### src/sv/acdv_pkg.sv
package acdv_pkg;

    localparam int unsigned FRAC_W   = 17;
    localparam int unsigned SCALED_W = 25;
    localparam int unsigned LEAD_W   = 8;
    localparam int unsigned DIGIT_W  = 4;
    localparam int unsigned SCALE_W  = 8;
    localparam int unsigned PADDR_W  = 3;
    localparam int unsigned PDATA_W  = 32;

    localparam logic [FRAC_W-1:0]   FULL_UNITS   = 17'd100000;
    localparam logic [FRAC_W-1:0]   UNIT_10000   = 17'd10000;
    localparam logic [FRAC_W-1:0]   UNIT_1000    = 17'd1000;
    localparam logic [FRAC_W-1:0]   UNIT_100     = 17'd100;
    localparam logic [FRAC_W-1:0]   UNIT_10      = 17'd10;
    localparam logic [SCALE_W-1:0]  SCALE_RESET  = 8'd50;

    // Register index taken from paddr word bit.
    localparam logic REG_REFERENCE_SCALE = 1'b0;

    typedef struct packed {
        logic [DIGIT_W-1:0]  q;
        logic [SCALED_W-1:0] r;
    } lead_step_t;

    typedef struct packed {
        logic [DIGIT_W-1:0] q;
        logic [FRAC_W-1:0]  r;
    } digit_step_t;

    typedef struct packed {
        logic [SCALED_W-1:0] scaled;
        logic [LEAD_W-1:0]   lead;
        logic [DIGIT_W-1:0]  d_tt;
        logic [DIGIT_W-1:0]  d_th;
        logic [DIGIT_W-1:0]  d_h;
        logic [DIGIT_W-1:0]  d_t;
        logic [DIGIT_W-1:0]  d_u;
        logic [SCALED_W-1:0] rem;
    } acc_t;

    // Four restoring steps of the quotient by 100000; hi selects bits 7..4.
    function automatic lead_step_t lead_nibble(logic [SCALED_W-1:0] r, logic hi);
        lead_step_t          res;
        logic [SCALED_W-1:0] trial;
        res.r = r;
        res.q = '0;
        for (int i = 3; i >= 0; i--) begin
            trial = SCALED_W'(FULL_UNITS) << (i + (hi ? 4 : 0));
            if (res.r >= trial) begin
                res.r    = res.r - trial;
                res.q[i] = 1'b1;
            end
        end
        return res;
    endfunction

    // One decimal digit (0..9) of r against unit, r below 10*unit.
    function automatic digit_step_t dec_digit(logic [FRAC_W-1:0] r, logic [FRAC_W-1:0] unit);
        digit_step_t       res;
        logic [FRAC_W-1:0] trial;
        res.r = r;
        res.q = '0;
        for (int i = 3; i >= 0; i--) begin
            trial = unit << i;
            if (res.r >= trial) begin
                res.r    = res.r - trial;
                res.q[i] = 1'b1;
            end
        end
        return res;
    endfunction

endpackage

### src/sv/adc_code_to_decimal_voltage.sv
// Converts a converter code to floor(code*100000/2^CODE_BITS)*reference_scale and splits
// that value into its quotient by 100000 and five decimal digits of the remainder.
// Eight register stages: code product, scale product, two stages of four quotient bits,
// then one stage per digit (tens and units share the last). One request per cycle is
// taken unless a stall has filled the pipeline. Each stage holds independently, so bubbles
// close up when the output is stalled. reference_scale is at APB word 0 (bytes 0 to 3).
module adc_code_to_decimal_voltage #(
    parameter int unsigned CODE_BITS = 12
) (
    input  logic                                 aclk,
    input  logic                                 aresetn,

    input  logic                                 s_valid,
    output logic                                 s_ready,
    input  logic [CODE_BITS-1:0]                 s_adc_code,

    output logic                                 m_valid,
    input  logic                                 m_ready,
    output logic [acdv_pkg::SCALED_W-1:0]        m_scaled_value,
    output logic [acdv_pkg::LEAD_W-1:0]          m_lead_part,
    output logic [acdv_pkg::DIGIT_W-1:0]         m_digit_ten_thousands,
    output logic [acdv_pkg::DIGIT_W-1:0]         m_digit_thousands,
    output logic [acdv_pkg::DIGIT_W-1:0]         m_digit_hundreds,
    output logic [acdv_pkg::DIGIT_W-1:0]         m_digit_tens,
    output logic [acdv_pkg::DIGIT_W-1:0]         m_digit_units,

    input  logic                                 psel,
    input  logic                                 penable,
    input  logic                                 pwrite,
    input  logic [acdv_pkg::PADDR_W-1:0]         paddr,
    input  logic [acdv_pkg::PDATA_W-1:0]         pwdata,
    output logic [acdv_pkg::PDATA_W-1:0]         prdata,
    output logic                                 pready
);

    localparam int unsigned PROD_W = CODE_BITS + acdv_pkg::FRAC_W;
    localparam int unsigned NSTG   = 8;

    // ---------------- configuration ----------------
    logic [acdv_pkg::SCALE_W-1:0] scale_reg;
    logic                         cfg_wr;

    assign pready = 1'b1;
    assign cfg_wr = psel && penable && pwrite && (paddr[2] == acdv_pkg::REG_REFERENCE_SCALE);

    always_ff @(posedge aclk) begin
        if (!aresetn) begin
            scale_reg <= acdv_pkg::SCALE_RESET;
        end else if (cfg_wr) begin
            scale_reg <= pwdata[acdv_pkg::SCALE_W-1:0];
        end
    end

    always_comb begin
        prdata = '0;
        if (paddr[2] == acdv_pkg::REG_REFERENCE_SCALE) begin
            prdata = acdv_pkg::PDATA_W'(scale_reg);
        end
    end

    // ---------------- pipeline control ----------------
    logic [NSTG-1:0] vld_reg;
    logic [NSTG-1:0] en;

    // A stage loads when it is empty or its content moves on.
    always_comb begin
        en[NSTG-1] = !vld_reg[NSTG-1] || m_ready;
        for (int k = NSTG - 2; k >= 0; k--) begin
            en[k] = !vld_reg[k] || en[k+1];
        end
    end

    assign s_ready = en[0];
    assign m_valid = vld_reg[NSTG-1];

    always_ff @(posedge aclk) begin
        if (!aresetn) begin
            vld_reg <= '0;
        end else begin
            if (en[0]) begin
                vld_reg[0] <= s_valid;
            end
            for (int k = 1; k < NSTG; k++) begin
                if (en[k]) begin
                    vld_reg[k] <= vld_reg[k-1];
                end
            end
        end
    end

    // ---------------- datapath ----------------
    logic [PROD_W-1:0]            prod_reg;
    logic [acdv_pkg::FRAC_W-1:0]  frac;
    acdv_pkg::acc_t               acc_reg  [1:NSTG-1];
    acdv_pkg::acc_t               acc_next [1:NSTG-1];
    acdv_pkg::lead_step_t         ls_hi, ls_lo;
    acdv_pkg::digit_step_t        ds_tt, ds_th, ds_h, ds_t;

    assign frac = prod_reg[CODE_BITS +: acdv_pkg::FRAC_W];

    always_comb begin
        // scale product
        acc_next[1]        = '0;
        acc_next[1].scaled = acdv_pkg::SCALED_W'(frac) * acdv_pkg::SCALED_W'(scale_reg);
        acc_next[1].rem    = acc_next[1].scaled;

        // quotient bits 7..4
        ls_hi                 = acdv_pkg::lead_nibble(acc_reg[1].rem, 1'b1);
        acc_next[2]           = acc_reg[1];
        acc_next[2].lead[7:4] = ls_hi.q;
        acc_next[2].rem       = ls_hi.r;

        // quotient bits 3..0, remainder now below 100000
        ls_lo                 = acdv_pkg::lead_nibble(acc_reg[2].rem, 1'b0);
        acc_next[3]           = acc_reg[2];
        acc_next[3].lead[3:0] = ls_lo.q;
        acc_next[3].rem       = ls_lo.r;

        ds_tt            = acdv_pkg::dec_digit(acc_reg[3].rem[acdv_pkg::FRAC_W-1:0],
                                               acdv_pkg::UNIT_10000);
        acc_next[4]      = acc_reg[3];
        acc_next[4].d_tt = ds_tt.q;
        acc_next[4].rem  = acdv_pkg::SCALED_W'(ds_tt.r);

        ds_th            = acdv_pkg::dec_digit(acc_reg[4].rem[acdv_pkg::FRAC_W-1:0],
                                               acdv_pkg::UNIT_1000);
        acc_next[5]      = acc_reg[4];
        acc_next[5].d_th = ds_th.q;
        acc_next[5].rem  = acdv_pkg::SCALED_W'(ds_th.r);

        ds_h             = acdv_pkg::dec_digit(acc_reg[5].rem[acdv_pkg::FRAC_W-1:0],
                                               acdv_pkg::UNIT_100);
        acc_next[6]      = acc_reg[5];
        acc_next[6].d_h  = ds_h.q;
        acc_next[6].rem  = acdv_pkg::SCALED_W'(ds_h.r);

        // what is left after tens is the units digit
        ds_t             = acdv_pkg::dec_digit(acc_reg[6].rem[acdv_pkg::FRAC_W-1:0],
                                               acdv_pkg::UNIT_10);
        acc_next[7]      = acc_reg[6];
        acc_next[7].d_t  = ds_t.q;
        acc_next[7].d_u  = ds_t.r[acdv_pkg::DIGIT_W-1:0];
        acc_next[7].rem  = '0;
    end

    always_ff @(posedge aclk) begin
        if (en[0]) begin
            prod_reg <= PROD_W'(s_adc_code) * PROD_W'(acdv_pkg::FULL_UNITS);
        end
        for (int k = 1; k < NSTG; k++) begin
            if (en[k]) begin
                acc_reg[k] <= acc_next[k];
            end
        end
    end

    assign m_scaled_value        = acc_reg[NSTG-1].scaled;
    assign m_lead_part           = acc_reg[NSTG-1].lead;
    assign m_digit_ten_thousands = acc_reg[NSTG-1].d_tt;
    assign m_digit_thousands     = acc_reg[NSTG-1].d_th;
    assign m_digit_hundreds      = acc_reg[NSTG-1].d_h;
    assign m_digit_tens          = acc_reg[NSTG-1].d_t;
    assign m_digit_units         = acc_reg[NSTG-1].d_u;

endmodule

### config.mk
export PLATFORM = sky130hd
export DESIGN_NAME = adc_code_to_decimal_voltage
export DESIGN_NICKNAME = d
export VERILOG_FILES = /design/src/sv/acdv_pkg.sv /design/src/sv/adc_code_to_decimal_voltage.sv
export SDC_FILE = /design/constraint.sdc
export NUM_CORES = 1
export LEC_CHECK = 0
export BUFFER_PORTS_ARGS = -buffer_cell sky130_fd_sc_hd__buf_2
export CAP_MARGIN = 20
export CELL_PAD_IN_SITES_DETAIL_PLACEMENT = 2
export CELL_PAD_IN_SITES_GLOBAL_PLACEMENT = 2
export CORE_ASPECT_RATIO = 1.4
export CORE_UTILIZATION = 45
export DETAILED_ROUTE_END_ITERATION = 8
export GPL_ROUTABILITY_DRIVEN = 0
export PLACE_DENSITY_LB_ADDON = 0.1
export SYNTH_ARGS = -nofsm -noshare
export SYNTH_HDL_FRONTEND = slang
export SYNTH_SLANG_ARGS = --single-unit
export TNS_END_PERCENT = 5
### constraint.sdc
create_clock -name aclk -period 9.58 [get_ports aclk]
set_input_delay 1.916 -clock aclk [delete_from_list [all_inputs] [get_ports aclk]]
set_output_delay 1.916 -clock aclk [all_outputs]
set_load 0.01 [all_outputs]
==> results_tabular.tex <==
\begin{tabular}{lr}
\hline
Metric & Value \\
\hline
\multicolumn{2}{l}{\textbf{STA}} \\
\quad Setup violation total in the final timing report & 0 \\
\quad Worst Skew & around 40 ps \\
\quad Final total negative setup slack & 0 ps \\
\quad Final count of pins violating max slew & 0 \\
\quad Shortest clock period the worst path allows after layout & 8880 ps \\
\quad Achievable frequency & about 110 MHz \\
\quad Number of hold violations in the final report & 0 \\
\quad Worst-Margin Slew & 1120 ps \\
\quad Unrepaired setup endpoints after global routing & false \\
\quad Worst slew slack as a fraction of its limit & 24.8\% \\
\quad Final cycle utilization of the critical path & 92.7\% \\
\multicolumn{2}{l}{\textbf{CTS}} \\
\quad Clock root cell & sky130\_fd\_sc\_hd\_\_clkbuf\_16 \\
\quad Clock Sink Count & 365 \\
\quad Buffer levels on the longest clock path & 3 \\
\quad Count of hold-fix buffers inserted at cts & 0 \\
\quad Depth of the CTS H-tree & 2 \\
\quad CTS clock-pin slew for the worst setup and hold paths & 70 ps \\
\quad Number of post-CTS setup repair buffers & 0 \\
\quad Clock insertion delay at the later pin of the skew report & between 600 and 700 ps \\
\quad Number of cells upsized or downsized after cts & 0 \\
\quad Clock buffers created by TritonCTS & 40 \\
\quad CTS tree & done \\
\multicolumn{2}{l}{\textbf{Routing}} \\
\quad DRC violations left & 0 \\
\quad Routed vias & 22900 \\
\quad Aggregate routed wire length & 93.3 mm \\
\quad Detail Route Antenna Nets & 0 \\
\quad First-pass iteration count of the detailed router & 5 \\
\quad Number of vias per cell & 6.09 \\
\quad Number of violations reported at the end of detailed-routing iteration 0 & 1110 \\
\quad WL/cell & around 25 um \\
\multicolumn{2}{l}{\textbf{Floorplan}} \\
\quad Initial Util & between 40 and 50\% \\
\quad Die area & 0.0650 mm\^{}2 \\
\quad Chip width & 216 um \\
\quad Number of placed I/O pins & 142 \\
\quad Floorplan die height & 301 um \\
\quad Core ar. & between 0.06 and 0.07 mm\^{}2 \\
\quad FP Rows & 109 \\
\multicolumn{2}{l}{\textbf{Layout}} \\
\quad Most common cell after layout, fill and taps aside & sky130\_fd\_sc\_hd\_\_edfxtp\_1 \\
\quad Flip-flop count of the largest register after layout & 332 \\
\quad Antenna Cells & 0 \\
\quad Fillcell total & 6603 \\
\quad Fraction of layout cells with a size suffix above 1 & around a tenth \\
\quad Most frequent cells in the layout & sky130\_fd\_sc\_hd\_\_edfxtp\_1 (349), sky130\_fd\_sc\_hd\_\_nand2\_1 (259), sky130\_fd\_sc\_hd\_\_inv\_1 (250), sky130\_fd\_sc\_hd\_\_xnor2\_1 (167), sky130\_fd\_sc\_hd\_\_nor2\_1 (166) \\
\quad Final layout net count & 3225 \\
\quad Post-synthesis to final-layout area growth & 7.58\% \\
\multicolumn{2}{l}{\textbf{Flow run}} \\
\quad Max-cap violations & 0 \\
\multicolumn{2}{l}{\textbf{Synthesis}} \\
\quad Proportion of register bits with asynchronous set or reset after synthesis & 0\% \\
\quad Adder-cell area share of the yosys netlist & 14.7\% \\
\quad Part of the Yosys area used for sequential elements & 37.5\% \\
\quad Portion of netlist area occupied by mux cells & $\sim$1.3\% \\
\quad Synthesized area per cell & 10.0 um\^{}2 \\
\quad Synthesis-stage register bit count & approximately 370 \\
\quad Dominant combinational cell family by area after synthesis & simple AND/OR/NAND/NOR gates \\
\quad Share of the synthesized area in compound gates (AO/OA/AOI/OAI) & 15.6\% \\
\quad Warning count from the yosys run & 0 \\
\quad Number of distinct standard cells referenced by the synthesized netlist & roughly 130 \\
\quad Area share of the largest cell type after synthesis & 36.4\% \\
\quad Area of the mapped netlist & 0.0288 mm\^{}2 \\
\quad Count of flip-flops with a built-in enable after synthesis & around 350 \\
\quad Simple-Gate Fraction of Synth Area & 17.3\% \\
\quad Largest cells by area after synthesis & sky130\_fd\_sc\_hd\_\_edfxtp\_1 (36\%), sky130\_fd\_sc\_hd\_\_fa\_1 (8.1\%), sky130\_fd\_sc\_hd\_\_ha\_1 (6.6\%) \\
\quad Xor/xnor cell area share of the yosys netlist & about 7.0\% \\
\quad Number of cells produced by synthesis & around 2900 \\
\quad Leading area contributor after synthesis & sky130\_fd\_sc\_hd\_\_edfxtp\_1 \\
\quad Most instantiated flip-flop cell in the synthesis netlist & sky130\_fd\_sc\_hd\_\_edfxtp\_1 \\
\multicolumn{2}{l}{\textbf{GRT}} \\
\quad First-pass GRT wire length & 147 mm \\
\quad Met1 GRT Util & 29.6\% \\
\quad Pin count of the biggest net entering global routing & 55 \\
\quad Top Usage Layer GRT & met2 \\
\quad Via count of the first global-routing pass & 26000 \\
\quad Met3 routing resource usage after global routing & $\sim$2.7\% \\
\quad Total global routing overflow & 0 \\
\quad Met2 track utilization from global routing & approximately 57\% \\
\quad Number of antenna violations at the first check in global routing & 0 \\
\quad Global routing usage summed across all routing layers & 28.7\% \\
\multicolumn{2}{l}{\textbf{Setup path}} \\
\quad Type of element launching the critical path & flip-flop \\
\quad Required time at the endpoint of the critical path & around 9900 ps \\
\quad Largest driver fanout on the critical path & 12 \\
\quad CP Capture Type & flip-flop \\
\quad Crit path arrival time & 9230 ps \\
\quad Kind of critical path & reg2reg \\
\multicolumn{2}{l}{\textbf{Status}} \\
\quad Outcome & finished, final reports clean \\
\multicolumn{2}{l}{\textbf{Placement}} \\
\quad Port Buffer Count & 90 \\
\quad Hpwl dp & 71.3 mm \\
\multicolumn{2}{l}{\textbf{Worst hold path}} \\
\quad Tightest Hold Check Type & reg2reg \\
\hline
\end{tabular}
==> worst max-delay path, stage by stage, from the launching register on <==
cell and delay (ps):
sky130_fd_sc_hd__edfxtp_1 600, sky130_fd_sc_hd__o21a_1 300, sky130_fd_sc_hd__o211ai_2 410, sky130_fd_sc_hd__a21oi_1 130
sky130_fd_sc_hd__buf_4 210, sky130_fd_sc_hd__nor2_1 390, sky130_fd_sc_hd__xnor2_1 300, sky130_fd_sc_hd__inv_1 150
sky130_fd_sc_hd__ha_1 290, sky130_fd_sc_hd__inv_1 110, sky130_fd_sc_hd__o311ai_1 200, sky130_fd_sc_hd__o2bb2ai_2 270
sky130_fd_sc_hd__nand3_1 320, sky130_fd_sc_hd__o21ai_2 220, sky130_fd_sc_hd__o211ai_1 710, sky130_fd_sc_hd__o31a_1 430
sky130_fd_sc_hd__o211ai_2 230, sky130_fd_sc_hd__nand2_2 250, sky130_fd_sc_hd__clkinv_1 290, sky130_fd_sc_hd__a211oi_1 700
sky130_fd_sc_hd__o2111ai_1 360, sky130_fd_sc_hd__o21ai_1 230, sky130_fd_sc_hd__nor2b_1 860, sky130_fd_sc_hd__inv_2 220
sky130_fd_sc_hd__and3_1 270, sky130_fd_sc_hd__xnor2_1 130
==> cells by family (layout without fill, tap and decap cells) <==
kind of cell    count (synthesis)  count (layout)
buf+inv                       413             443
simple gates                  954             954
flops                         365             365
other cells                     2              25
compound gates                615             615
xor+xnor                      227             227
mux                            36              36
fa+ha+maj                     269             269
==> metrics by stage <==
step | hold WS [ps] | worst slack [ps] | cells | area (um^2) | utilization, %
6_report | 419 | 697 | 3766 | 31000 | 49.0
5_1_grt | 424 | 302 | 3766 | 31000 | 49.0
4_1_cts | 420 | 784 | 3764 | 31000 | 48.9
3_5_place_dp | 406 | 1010 | 3690 | 29600 | 46.8
3_3_place_gp | 401 | 1730 | 3690 | 29600 | 46.8
2_1_floorplan | 400 | 2670 | 2904 | 28900 | -
==> final cells by class <==
type	instances	area (um^2)	share of cell area (%)
multi-input cells	2126	16200	52.3
flip-flops and latches	365	10800	34.8
well taps	832	1040	3.36
clock buffers	45	1020	3.29
inverters	262	983	3.17
repair buffers	107	596	1.92
clock inverters	29	339	1.09
==> cells in the mapped netlist, types with 8 or more instances <==
cell,number
sky130_fd_sc_hd__o2111ai_1,8
sky130_fd_sc_hd__clkbuf_1,49
sky130_fd_sc_hd__nand2_1,261
sky130_fd_sc_hd__nand4_1,27
sky130_fd_sc_hd__o31a_1,9
sky130_fd_sc_hd__dfxtp_1,16
sky130_fd_sc_hd__o211a_1,9
sky130_fd_sc_hd__and3_1,29
sky130_fd_sc_hd__or2_2,14
sky130_fd_sc_hd__a31oi_1,30
sky130_fd_sc_hd__o21bai_1,9
sky130_fd_sc_hd__buf_2,15
sky130_fd_sc_hd__and2_1,98
sky130_fd_sc_hd__nor2b_1,34
sky130_fd_sc_hd__mux2_2,11
sky130_fd_sc_hd__o22ai_1,15
sky130_fd_sc_hd__buf_4,80
sky130_fd_sc_hd__nor4_1,33
sky130_fd_sc_hd__mux2i_1,23
sky130_fd_sc_hd__o32ai_1,10
sky130_fd_sc_hd__ha_1,152
sky130_fd_sc_hd__o211ai_1,28
sky130_fd_sc_hd__o21a_1,40
sky130_fd_sc_hd__a21oi_1,102
sky130_fd_sc_hd__nor3_1,88
sky130_fd_sc_hd__a21o_1,28
sky130_fd_sc_hd__o31ai_1,21
sky130_fd_sc_hd__a2111oi_0,8
sky130_fd_sc_hd__nand3_1,67
sky130_fd_sc_hd__nor3b_1,11
sky130_fd_sc_hd__inv_1,254
sky130_fd_sc_hd__and4_1,8
sky130_fd_sc_hd__nand2b_1,22
sky130_fd_sc_hd__o21ai_0,97
sky130_fd_sc_hd__o21ai_1,10
sky130_fd_sc_hd__edfxtp_1,349
sky130_fd_sc_hd__fa_1,117
sky130_fd_sc_hd__a21boi_0,21
sky130_fd_sc_hd__a31o_2,9
sky130_fd_sc_hd__nor2_1,166
sky130_fd_sc_hd__xor2_1,57
sky130_fd_sc_hd__or3_1,32
sky130_fd_sc_hd__a211oi_1,30
sky130_fd_sc_hd__xnor2_1,167
==> layer usage <==
| metal | up-vias | part of all wire [%] |
|---|---|---|
| met5 | - | 0 |
| met4 | 0 | 4.8 |
| met3 | 249 | 2.6 |
| met2 | 507 | 56 |
| met1 | 11800 | 36 |
| li1 | 10400 | - |
==> worst paths after layout <==
| check | cells after the start | endpoint | slack [ps] | from |
|---|---|---|---|---|
| worst min register to register | 0 | acc_reg[0][459]$_DFFE_PP_ | 420 | acc_reg[0][381]$_DFFE_PP_ |
| worst max-delay path | 25 | acc_reg[0][174]$_DFFE_PP_ | 700 | acc_reg[0][143]$_DFFE_PP_ |
| worst min-delay path | 0 | acc_reg[0][459]$_DFFE_PP_ | 420 | acc_reg[0][381]$_DFFE_PP_ |
| worst max register to register | 25 | acc_reg[0][174]$_DFFE_PP_ | 700 | acc_reg[0][143]$_DFFE_PP_ |
Power is left out: the tool's default activity adds up to more than one toggle a clock period on the data nets, which glitch-free logic cannot reach.
